$ cat src/bpap_pkg.sv
// Shared types, register codes and constants of the binomial path Asian payoff engine.
package bpap_pkg;

  localparam int LogFracBits = 24;
  localparam int SumWidth    = 48;
  localparam int NumRegs     = 8;
  localparam int CfgIdxW     = 3;

  localparam logic [CfgIdxW-1:0] REG_LOG_UP     = 3'd0;
  localparam logic [CfgIdxW-1:0] REG_LOG_DOWN   = 3'd1;
  localparam logic [CfgIdxW-1:0] REG_UP_THRESH  = 3'd2;
  localparam logic [CfgIdxW-1:0] REG_LOG_START  = 3'd3;
  localparam logic [CfgIdxW-1:0] REG_LOG_UPPER  = 3'd4;
  localparam logic [CfgIdxW-1:0] REG_LOG_LOWER  = 3'd5;
  localparam logic [CfgIdxW-1:0] REG_INV_COUNT  = 3'd6;
  localparam logic [CfgIdxW-1:0] REG_STRIKE     = 3'd7;

  localparam logic [31:0] RstLogUp    = 32'd52429;
  localparam logic [31:0] RstLogDown  = 32'hFFFF_3333;
  localparam logic [31:0] RstUpThresh = 32'd2152508000;
  localparam logic [31:0] RstLogStart = 32'd77261935;
  localparam logic [31:0] RstLogUpper = 32'd88891013;
  localparam logic [31:0] RstLogLower = 32'd65632854;
  localparam logic [31:0] RstInvCount = 32'd1048320;
  localparam logic [31:0] RstStrike   = 32'd6553600;

  // ln(2) in Q32
  localparam logic [31:0] Ln2Q32 = 32'd2977044472;
  localparam int          TaylorLastK = 14;

  typedef struct packed {
    logic signed [31:0] log_up_step;
    logic signed [31:0] log_down_step;
    logic        [31:0] up_threshold;
    logic signed [31:0] log_start_price;
    logic signed [31:0] log_upper_bound;
    logic signed [31:0] log_lower_bound;
    logic        [31:0] inv_point_count;
    logic        [31:0] strike_price;
  } cfg_t;

endpackage

$ cat src/bpap_fifo.sv
// Two-entry queue between the step front end and the payoff back end.
module bpap_fifo #(
  parameter int Width = 8
) (
  input  logic             clk_i,
  input  logic             rst_ni,
  input  logic             push_i,
  input  logic [Width-1:0] data_i,
  input  logic             pop_i,
  output logic [Width-1:0] data_o,
  output logic             empty_o,
  output logic             full_o
);

  logic [Width-1:0] mem_q [2];
  logic             wr_q, rd_q;
  logic [1:0]       cnt_q;

  assign empty_o = (cnt_q == 2'd0);
  assign full_o  = (cnt_q == 2'd2);
  assign data_o  = mem_q[rd_q];

  always_ff @(posedge clk_i) begin
    if (push_i) begin
      mem_q[wr_q] <= data_i;
    end
  end

  always_ff @(posedge clk_i or negedge rst_ni) begin
    if (!rst_ni) begin
      wr_q  <= 1'b0;
      rd_q  <= 1'b0;
      cnt_q <= 2'd0;
    end else begin
      if (push_i) wr_q <= ~wr_q;
      if (pop_i) rd_q <= ~rd_q;
      case ({push_i, pop_i})
        2'b10:   cnt_q <= cnt_q + 2'd1;
        2'b01:   cnt_q <= cnt_q - 2'd1;
        default: cnt_q <= cnt_q;
      endcase
    end
  end

endmodule

$ cat src/bpap_front.sv
// Front end: per-draw walk of the log price, running log sum and band test.
module bpap_front #(
  parameter int SumWidth = bpap_pkg::SumWidth
) (
  input  logic                clk_i,
  input  logic                rst_ni,
  input  bpap_pkg::cfg_t      cfg_i,
  input  logic                valid_i,
  output logic                ready_o,
  input  logic [31:0]         draw_i,
  input  logic                last_i,
  input  logic                full_i,
  output logic                push_o,
  output logic [SumWidth-1:0] push_sum_o,
  output logic                push_halt_o
);

  localparam logic signed [SumWidth-1:0] SumMax = {1'b0, {(SumWidth-1){1'b1}}};
  localparam logic signed [SumWidth-1:0] SumMin = {1'b1, {(SumWidth-1){1'b0}}};

  logic signed [31:0]         price_q, price_d;
  logic signed [SumWidth-1:0] sum_q, sum_d;
  logic                       halted_q, halted_d;
  logic                       fresh_q;

  logic signed [31:0]         base_p, step, p_sat;
  logic signed [SumWidth-1:0] base_s, s_sat;
  logic                       base_h, band_out, accept;
  logic signed [32:0]         p_raw;
  logic signed [SumWidth:0]   s_raw;

  assign ready_o = ~full_i;
  assign accept  = valid_i & ready_o;

  always_comb begin
    base_p = fresh_q ? cfg_i.log_start_price : price_q;
    base_s = fresh_q ? SumWidth'(cfg_i.log_start_price) : sum_q;
    base_h = fresh_q ? 1'b0 : halted_q;
    step   = (draw_i < cfg_i.up_threshold) ? cfg_i.log_up_step : cfg_i.log_down_step;
    p_raw  = 33'(base_p) + 33'(step);
    if (p_raw > 33'sh0_7FFF_FFFF) p_sat = 32'sh7FFF_FFFF;
    else if (p_raw < -33'sh0_8000_0000) p_sat = 32'sh8000_0000;
    else p_sat = p_raw[31:0];
    s_raw = (SumWidth+1)'(base_s) + (SumWidth+1)'(p_sat);
    if (s_raw > (SumWidth+1)'(SumMax)) s_sat = SumMax;
    else if (s_raw < (SumWidth+1)'(SumMin)) s_sat = SumMin;
    else s_sat = s_raw[SumWidth-1:0];
    band_out = (p_sat > cfg_i.log_upper_bound) || (p_sat < cfg_i.log_lower_bound);
    if (base_h) begin
      price_d  = base_p;
      sum_d    = base_s;
      halted_d = 1'b1;
    end else begin
      price_d  = p_sat;
      sum_d    = s_sat;
      halted_d = band_out;
    end
  end

  assign push_o      = accept & last_i;
  assign push_sum_o  = sum_d;
  assign push_halt_o = base_h;

  always_ff @(posedge clk_i or negedge rst_ni) begin
    if (!rst_ni) begin
      price_q  <= '0;
      sum_q    <= '0;
      halted_q <= 1'b0;
      fresh_q  <= 1'b1;
    end else if (accept) begin
      price_q  <= price_d;
      sum_q    <= sum_d;
      halted_q <= halted_d;
      fresh_q  <= last_i;
    end
  end

endmodule

$ cat src/bpap_back.sv
// Back end: average, fixed-point exponential and call payoff of one finished path.
module bpap_back #(
  parameter int SumWidth    = bpap_pkg::SumWidth,
  parameter int LogFracBits = bpap_pkg::LogFracBits
) (
  input  logic                clk_i,
  input  logic                rst_ni,
  input  bpap_pkg::cfg_t      cfg_i,
  input  logic                empty_i,
  input  logic [SumWidth-1:0] sum_i,
  input  logic                halt_i,
  output logic                pop_o,
  output logic                busy_o,
  output logic                out_valid_o,
  input  logic                out_ready_i,
  output logic [31:0]         payoff_o,
  output logic                stopped_o
);

  localparam logic [3:0] ST_IDLE = 4'd0;
  localparam logic [3:0] ST_LO   = 4'd1;
  localparam logic [3:0] ST_HI   = 4'd2;
  localparam logic [3:0] ST_QUO  = 4'd3;
  localparam logic [3:0] ST_NDIV = 4'd4;
  localparam logic [3:0] ST_TMUL = 4'd5;
  localparam logic [3:0] ST_TDIV = 4'd6;
  localparam logic [3:0] ST_SHF  = 4'd7;
  localparam logic [3:0] ST_PAY  = 4'd8;

  localparam logic [SumWidth-1:0] ExpLim = SumWidth'(12) << LogFracBits;
  localparam logic [37:0] Ln2W     = 38'(bpap_pkg::Ln2Q32);
  localparam logic [37:0] Ln2x18   = 38'(bpap_pkg::Ln2Q32) * 38'd18;
  localparam logic [34:0] ExpCap   = 35'd1 << 33;
  localparam logic [3:0]  KLast    = 4'(bpap_pkg::TaylorLastK);

  logic [3:0]          state_q;
  logic                neg_q, halt_q;
  logic [SumWidth-1:0] m_q;
  logic [63:0]         prod_q;
  logic [31:0]         lo_hi_q;
  logic                lo_nz_q;
  logic [37:0]         rem_q;
  logic [5:0]          quot_q;
  logic [2:0]          cnt_q;
  logic [31:0]         r_q, term_q, dvd_q, tq_q;
  logic [33:0]         tsum_q;
  logic [3:0]          k_q, krem_q;
  logic [34:0]         e_q;
  logic                out_valid_q, stopped_q;
  logic [31:0]         payoff_q;

  logic [31:0]         mul_a, mul_b;
  logic [63:0]         prod_d;
  logic [SumWidth-1:0] qv;
  logic [35:0]         xq;
  logic [37:0]         xs, cand, rem_nx;
  logic [31:0]         dv, tqv;
  logic [3:0]          kr;
  logic [4:0]          tt;
  logic [34:0]         wide, e_sh;
  logic [35:0]         diff;
  logic [31:0]         pay;

  // shared multiplier, operands picked by state
  always_comb begin
    case (state_q)
      ST_LO:   begin mul_a = m_q[31:0]; mul_b = cfg_i.inv_point_count; end
      ST_HI:   begin mul_a = 32'(m_q >> 32); mul_b = cfg_i.inv_point_count; end
      ST_TMUL: begin mul_a = term_q; mul_b = r_q; end
      default: begin mul_a = '0; mul_b = '0; end
    endcase
    prod_d = 64'(mul_a) * 64'(mul_b);
  end

  always_comb begin
    qv   = prod_q[SumWidth-1:0] + SumWidth'(lo_hi_q) + SumWidth'(neg_q & lo_nz_q);
    xq   = {qv[LogFracBits+3:0], {(32-LogFracBits){1'b0}}};
    xs   = (neg_q ? -38'(xq) : 38'(xq)) + Ln2x18;
    cand = Ln2W << cnt_q;
    rem_nx = (rem_q >= cand) ? rem_q - cand : rem_q;
    // four quotient bits of the divide by k per cycle
    dv  = dvd_q;
    kr  = krem_q;
    tqv = tq_q;
    for (int i = 0; i < 4; i++) begin
      tt = {kr, dv[31]};
      dv = {dv[30:0], 1'b0};
      if (tt >= {1'b0, k_q}) begin
        kr  = 4'(tt - {1'b0, k_q});
        tqv = {tqv[30:0], 1'b1};
      end else begin
        kr  = tt[3:0];
        tqv = {tqv[30:0], 1'b0};
      end
    end
    wide = {tsum_q, 1'b0} >> (6'd35 - quot_q);
    e_sh = (wide > ExpCap) ? ExpCap : wide;
    diff = 36'(e_q) - 36'(cfg_i.strike_price);
    if (e_q <= 35'(cfg_i.strike_price)) pay = '0;
    else if (diff > 36'hFFFF_FFFF) pay = 32'hFFFF_FFFF;
    else pay = diff[31:0];
  end

  assign pop_o       = (state_q == ST_IDLE) & ~empty_i & ~out_valid_q;
  assign busy_o      = (state_q != ST_IDLE);
  assign out_valid_o = out_valid_q;
  assign payoff_o    = payoff_q;
  assign stopped_o   = stopped_q;

  always_ff @(posedge clk_i or negedge rst_ni) begin
    if (!rst_ni) begin
      state_q     <= ST_IDLE;
      out_valid_q <= 1'b0;
    end else begin
      if (out_valid_q && out_ready_i) out_valid_q <= 1'b0;
      unique case (state_q)
        ST_IDLE: if (pop_o) state_q <= ST_LO;
        ST_LO:   state_q <= ST_HI;
        ST_HI:   state_q <= ST_QUO;
        ST_QUO:  state_q <= (qv >= ExpLim) ? ST_PAY : ST_NDIV;
        ST_NDIV: if (cnt_q == 3'd0) state_q <= ST_TMUL;
        ST_TMUL: state_q <= ST_TDIV;
        ST_TDIV: if (cnt_q == 3'd0) state_q <= (k_q == KLast) ? ST_SHF : ST_TMUL;
        ST_SHF:  state_q <= ST_PAY;
        ST_PAY: begin
          state_q     <= ST_IDLE;
          out_valid_q <= 1'b1;
        end
        default: state_q <= ST_IDLE;
      endcase
    end
  end

  always_ff @(posedge clk_i) begin
    case (state_q)
      ST_IDLE: begin
        neg_q  <= sum_i[SumWidth-1];
        m_q    <= sum_i[SumWidth-1] ? -sum_i : sum_i;
        halt_q <= halt_i;
      end
      ST_LO: prod_q <= prod_d;
      ST_HI: begin
        lo_hi_q <= prod_q[63:32];
        lo_nz_q <= (prod_q[31:0] != 32'd0);
        prod_q  <= prod_d;
      end
      ST_QUO: begin
        e_q    <= neg_q ? 35'd0 : ExpCap;
        rem_q  <= xs;
        quot_q <= '0;
        cnt_q  <= 3'd5;
      end
      ST_NDIV: begin
        rem_q <= rem_nx;
        if (rem_q >= cand) quot_q[cnt_q] <= 1'b1;
        if (cnt_q == 3'd0) begin
          r_q    <= rem_nx[31:0];
          term_q <= rem_nx[31:0];
          tsum_q <= (34'd1 << 32) + 34'(rem_nx[31:0]);
          k_q    <= 4'd2;
        end else begin
          cnt_q <= cnt_q - 3'd1;
        end
      end
      ST_TMUL: begin
        dvd_q  <= prod_d[63:32];
        krem_q <= '0;
        tq_q   <= '0;
        cnt_q  <= 3'd7;
      end
      ST_TDIV: begin
        dvd_q  <= dv;
        krem_q <= kr;
        tq_q   <= tqv;
        if (cnt_q == 3'd0) begin
          term_q <= tqv;
          tsum_q <= tsum_q + 34'(tqv);
          k_q    <= k_q + 4'd1;
        end else begin
          cnt_q <= cnt_q - 3'd1;
        end
      end
      ST_SHF: e_q <= e_sh;
      ST_PAY: begin
        payoff_q  <= pay;
        stopped_q <= halt_q;
      end
      default: ;
    endcase
  end

endmodule

$ cat src/binomial_path_asian_payoff.sv
// Top level of the binomial path geometric Asian payoff engine.
// One uniform draw is taken per clock cycle; each draw moves the registered log price and
// log sum until a step leaves the band. A draw marked last_step hands the path's log sum to
// a two-entry queue. For each path it takes, the payoff unit loads the path, forms two
// partial products and the average, splits off multiples of ln 2, sums 13 Taylor terms of
// one multiply and one divide by k each, then shifts and forms the payoff. An average at or
// beyond +-12.0 skips the exponential. The result is shown on path_payoff_o /
// stopped_early_o with out_valid_o, and the unit takes no new path while a result waits.
// Draws stall only while the queue holds two finished paths. Registers are written through
// cfg_we_i / cfg_idx_i / cfg_data_i; the user must write them only while no path is in
// flight, which the block itself does not enforce.
module binomial_path_asian_payoff #(
  parameter int SumWidth    = bpap_pkg::SumWidth,
  parameter int LogFracBits = bpap_pkg::LogFracBits
) (
  input  logic                         clk_i,
  input  logic                         rst_ni,
  input  logic                         cfg_we_i,
  input  logic [bpap_pkg::CfgIdxW-1:0] cfg_idx_i,
  input  logic [31:0]                  cfg_data_i,
  input  logic                         in_valid_i,
  output logic                         in_ready_o,
  input  logic [31:0]                  uniform_draw_i,
  input  logic                         last_step_i,
  output logic                         out_valid_o,
  input  logic                         out_ready_i,
  output logic [31:0]                  path_payoff_o,
  output logic                         stopped_early_o
);

  bpap_pkg::cfg_t      cfg_q;
  logic                push, pop, empty, full, busy;
  logic [SumWidth-1:0] push_sum;
  logic                push_halt;
  logic [SumWidth:0]   fifo_out;

  always_ff @(posedge clk_i or negedge rst_ni) begin
    if (!rst_ni) begin
      cfg_q.log_up_step     <= bpap_pkg::RstLogUp;
      cfg_q.log_down_step   <= bpap_pkg::RstLogDown;
      cfg_q.up_threshold    <= bpap_pkg::RstUpThresh;
      cfg_q.log_start_price <= bpap_pkg::RstLogStart;
      cfg_q.log_upper_bound <= bpap_pkg::RstLogUpper;
      cfg_q.log_lower_bound <= bpap_pkg::RstLogLower;
      cfg_q.inv_point_count <= bpap_pkg::RstInvCount;
      cfg_q.strike_price    <= bpap_pkg::RstStrike;
    end else if (cfg_we_i) begin
      unique case (cfg_idx_i)
        bpap_pkg::REG_LOG_UP:    cfg_q.log_up_step     <= cfg_data_i;
        bpap_pkg::REG_LOG_DOWN:  cfg_q.log_down_step   <= cfg_data_i;
        bpap_pkg::REG_UP_THRESH: cfg_q.up_threshold    <= cfg_data_i;
        bpap_pkg::REG_LOG_START: cfg_q.log_start_price <= cfg_data_i;
        bpap_pkg::REG_LOG_UPPER: cfg_q.log_upper_bound <= cfg_data_i;
        bpap_pkg::REG_LOG_LOWER: cfg_q.log_lower_bound <= cfg_data_i;
        bpap_pkg::REG_INV_COUNT: cfg_q.inv_point_count <= cfg_data_i;
        bpap_pkg::REG_STRIKE:    cfg_q.strike_price    <= cfg_data_i;
        default: ;
      endcase
    end
  end

  bpap_front #(.SumWidth(SumWidth)) u_front (
    .clk_i,
    .rst_ni,
    .cfg_i       (cfg_q),
    .valid_i     (in_valid_i),
    .ready_o     (in_ready_o),
    .draw_i      (uniform_draw_i),
    .last_i      (last_step_i),
    .full_i      (full),
    .push_o      (push),
    .push_sum_o  (push_sum),
    .push_halt_o (push_halt)
  );

  bpap_fifo #(.Width(SumWidth + 1)) u_fifo (
    .clk_i,
    .rst_ni,
    .push_i  (push),
    .data_i  ({push_halt, push_sum}),
    .pop_i   (pop),
    .data_o  (fifo_out),
    .empty_o (empty),
    .full_o  (full)
  );

  bpap_back #(.SumWidth(SumWidth), .LogFracBits(LogFracBits)) u_back (
    .clk_i,
    .rst_ni,
    .cfg_i       (cfg_q),
    .empty_i     (empty),
    .sum_i       (fifo_out[SumWidth-1:0]),
    .halt_i      (fifo_out[SumWidth]),
    .pop_o       (pop),
    .busy_o      (busy),
    .out_valid_o (out_valid_o),
    .out_ready_i (out_ready_i),
    .payoff_o    (path_payoff_o),
    .stopped_o   (stopped_early_o)
  );

  // a finished path never enters a full queue
  assert property (@(posedge clk_i) disable iff (!rst_ni) push |-> !full)
    else $error("path pushed into full queue");

  // the payoff unit only works while its result slot is empty
  assert property (@(posedge clk_i) disable iff (!rst_ni) busy |-> !out_valid_o)
    else $error("payoff unit busy while result pending");

  // a path is taken from the queue only when one is there
  assert property (@(posedge clk_i) disable iff (!rst_ni) pop |-> !empty && !busy)
    else $error("queue popped while empty or busy");

endmodule

$ cat config.mk
export PLATFORM = sky130hd
export DESIGN_NAME = binomial_path_asian_payoff
export DESIGN_NICKNAME = d
export VERILOG_FILES = /design/src/bpap_pkg.sv /design/src/bpap_fifo.sv /design/src/bpap_front.sv /design/src/bpap_back.sv /design/src/binomial_path_asian_payoff.sv
export SDC_FILE = /design/constraint.sdc
export NUM_CORES = 2
export LEC_CHECK = 0
export BUFFER_PORTS_ARGS = -buffer_cell sky130_fd_sc_hd__buf_2
export CORE_ASPECT_RATIO = 1.75
export CORE_MARGIN = 2
export CORE_UTILIZATION = 30
export DETAILED_ROUTE_END_ITERATION = 10
export SLEW_MARGIN = 20
export SYNTH_ARGS = -nofsm -noshare
export SYNTH_HDL_FRONTEND = slang
export SYNTH_SLANG_ARGS = --single-unit
$ cat constraint.sdc
create_clock -name clk_i -period 11.4 [get_ports clk_i]
set_input_delay 1.14 -clock clk_i [delete_from_list [all_inputs] [get_ports clk_i]]
set_output_delay 1.14 -clock clk_i [all_outputs]
set_load 0.1 [all_outputs]
==> impl_metrics.ini <==
[logic_synthesis]
ys.flop_type = edfxtp_1
netlist-cell-type-count = 98
synth_seq_area_share = 0.287
synthesis.nets = 10600
syn_area_sq_um = 85100
syn_avg_cell_area_sq_um = 9.47
synth_seq_cells = 867
synth_edf_count = 520
synth-async-reset-ratio = 0.400
ys_warn_count = 0
syn_inst = 8987

[job]
maxCapViolCount = 0

[layout]
syn_to_final_growth_pct = 10.7
nets = 10600
final_cell_mix = inv_1 (1,317), nand2_1 (1,257), fa_1 (906), nor2_1 (655), ha_1 (594)
drive_gt1_frac = 0.109
final_common_cell = inv_1
regArea_sq_um = 24400
fillCellCount = 29500
multi_input_area_sq_um = 54400

[worst_setup_path]
regToRegEndpoint = u_back.dvd_q[31]
critPathCaptureType = flop
regToRegStartpoint = u_back.state_q[3]
required_ns = 11.86
rrSetupSlack_ns = 0.44
path_class = reg -> reg
slowest_delay_ns = 0.56
slowest_stage = nor2_4
r2r_cells = 34
worstSetupStartpointType = flop
cp_common_cell = fa_1
worst-path-max-fanout = 18
cp.arrival_ns = 11.43

[sta]
finalSetupTns_ns = 0
slew_viol_final = 0
min_period_over_period = 0.962
rsz0062_at_grt = no
worstMarginPinSlew_ns = 1.18
min_period_ns = 10.96
finalClockSkew_ns = 0.0722
max_freq_mhz = 91.2
setup-violations-final = 0
hold_viol = 0
slew_headroom = 0.189

[cts]
cts_resized = 0
tritoncts = built
htreeDepth = 3
postCtsSetupBuffers = 0
cts_sinks = 867
holdBufCountCts = 0
cts_buffer_depth = 3
clkTransAtPathRegs_ns = 0.08
clk_latency_ns = 0.74
cts_root_buf = clkbuf_16
cts_buffers = 81

[placement]
gp_congestion = 1.00
place.port_buffers = 107
dp_hpwl_um = 256000

[grt]
grt_pass1_wl_um = 465000
grt_pass1_vias = 70600
grt_use_total = 0.223
antenna_found_initial = 11
busiest_layer = met2
grt-ovfl-total = 0
use_met3 = 0.0314
use_met1 = 0.207
use_met2 = 0.411
grt_max_degree = 154

[hold_path]
min_from = u_back.prod_q[52]
min_to = u_back.lo_hi_q[20]
min_path_cells = 0
hp-class = reg -> reg

[drt]
routed_wl_um = 321000
drt.antenna.violating_nets = 0
via_count = 66900
avgRoutedWirePerCell_um = 24.9
drcViolationCount = 0
via_per_inst = 5.19
drt_iter0_drc = 4654
dr.pass1.iters = 6

[floorplan]
die_x_um = 407
die_h_um = 709
row_count = 258
initial_core_util = 0.302
core-area_sq_um = 282000
die_area_sq_um = 288000
io_pins = 108

[run_status]
status = completed
-- worst max path at each step --
| stage | to | from | slack (ns) |
|---|---|---|---|
| 6_report | u_back.dvd_q[31] | u_back.state_q[3] | 0.44 |
| 5_1_grt | u_back.tsum_q[30] | u_back.k_q[1] | 0.02 |
| 4_1_cts | u_back.dvd_q[31] | u_back.state_q[3] | 0.49 |
| 3_5_place_dp | u_fifo.mem_q[0][20] | uniform_draw_i[1] | 0.35 |
| 3_3_place_gp | u_fifo.mem_q[0][20] | uniform_draw_i[1] | 0.34 |
| 2_1_floorplan | u_back.dvd_q[28] | u_back.state_q[1] | 0.06 |
-- registers in the layout, indices dropped and copies added (netlist names), 2 cells and up --
register and cells:
u_fifo.cnt_q 2, u_back.krem_q 4, u_back.rem_q 35, u_back.e_q 35
u_back.term_q 32, u_back.quot_q 6, u_back.k_q 4, u_back.state_q 4
u_fifo.mem_q 98, u_back.dvd_q 32, u_back.r_q 29, u_back.payoff_o 32
cfg_q 256, u_back.m_q 48, u_back.tq_q 28, u_back.cnt_q 3
u_back.prod_q 64, u_back.lo_hi_q 32, u_front.sum_q 48, u_front.price_q 32
u_back.tsum_q 34
-- synth_stat cells (53+ instances only) --
library cell	n	share of area
inv_1	1317	0.058
a22oi_1	77	0.0068
dfstp_2	104	0.032
nand2b_1	72	0.0053
mux2i_1	79	0.0093
xor2_1	134	0.014
ha_1	594	0.087
edfxtp_1	520	0.18
fa_1	906	0.21
nand3_1	77	0.0045
xnor2_1	226	0.023
dfrtp_1	243	0.071
nor2_1	661	0.029
a21o_1	170	0.015
clkbuf_1	385	0.017
mux2_2	274	0.036
o21a_1	53	0.0047
o21ai_0	445	0.026
and2_1	53	0.0039
nand4_1	61	0.0045
nand2_1	1258	0.055
a21oi_1	454	0.027
nor3_1	82	0.0048
and3_1	56	0.0041
a22o_1	67	0.0069
nor2b_1	58	0.0043
-- cell type report --
class                           instances  share of cell area
Antenna cell                           10            0.000265
Clock buffer                          102              0.0233
Clock inverter                         50             0.00674
Inverter                             1319              0.0525
Multi-Input combinational cell       6389               0.577
Sequential cell                       867               0.259
Tap cell                             3770              0.0500
Timing Repair Buffer                  391              0.0307
-- through the flow --
stage / setup slack [ns] / cells / util / hold WS [ns] / area (sq um)
5_1_grt: 0.0210 / 12900 / 0.334 / 0.430 / 94200
2_1_floorplan: 0.0647 / 8987 / - / 0.400 / 85100
6_report: 0.436 / 12900 / 0.334 / 0.412 / 94300
3_5_place_dp: 0.346 / 12700 / 0.324 / 0.408 / 91300
4_1_cts: 0.488 / 12900 / 0.334 / 0.414 / 94200
3_3_place_gp: 0.345 / 12700 / 0.324 / 0.414 / 91300
-- kinds of logic after synthesis --
kind of cell / Yosys count / share of synthesized area
adders and majority gates: 1510 / 0.301
DFF: 867 / 0.287
xor gates and xnor gates: 361 / 0.0373
and+or+nand+nor: 2508 / 0.127
muxes: 371 / 0.0503
buffers and inverters: 1731 / 0.0764
AOI/OAI and AO/OA: 1638 / 0.120
other: 1 / 0.0000440
-- worst max-delay path, delay by kind of cell (launching register included) --
family / cells / cell delay (ns)
simple gates: 5 / 1.46
flops: 1 / 0.49
mux: 1 / 0.29
compound gates: 9 / 2.26
buf+inv: 9 / 1.38
fa+ha+maj: 9 / 4.59
xor+xnor: 1 / 0.19
-- routing by layer --
metal / share of wire / vias to the layer above
met4: 0.12 / 10
met3: 0.047 / 1041
li1: - / 29900
met1: 0.31 / 33800
met5: 0.00020 / -
met2: 0.52 / 2226
Power is left out: the tool's default activity adds up to more than one toggle a clock period on the data nets, which glitch-free logic cannot reach.
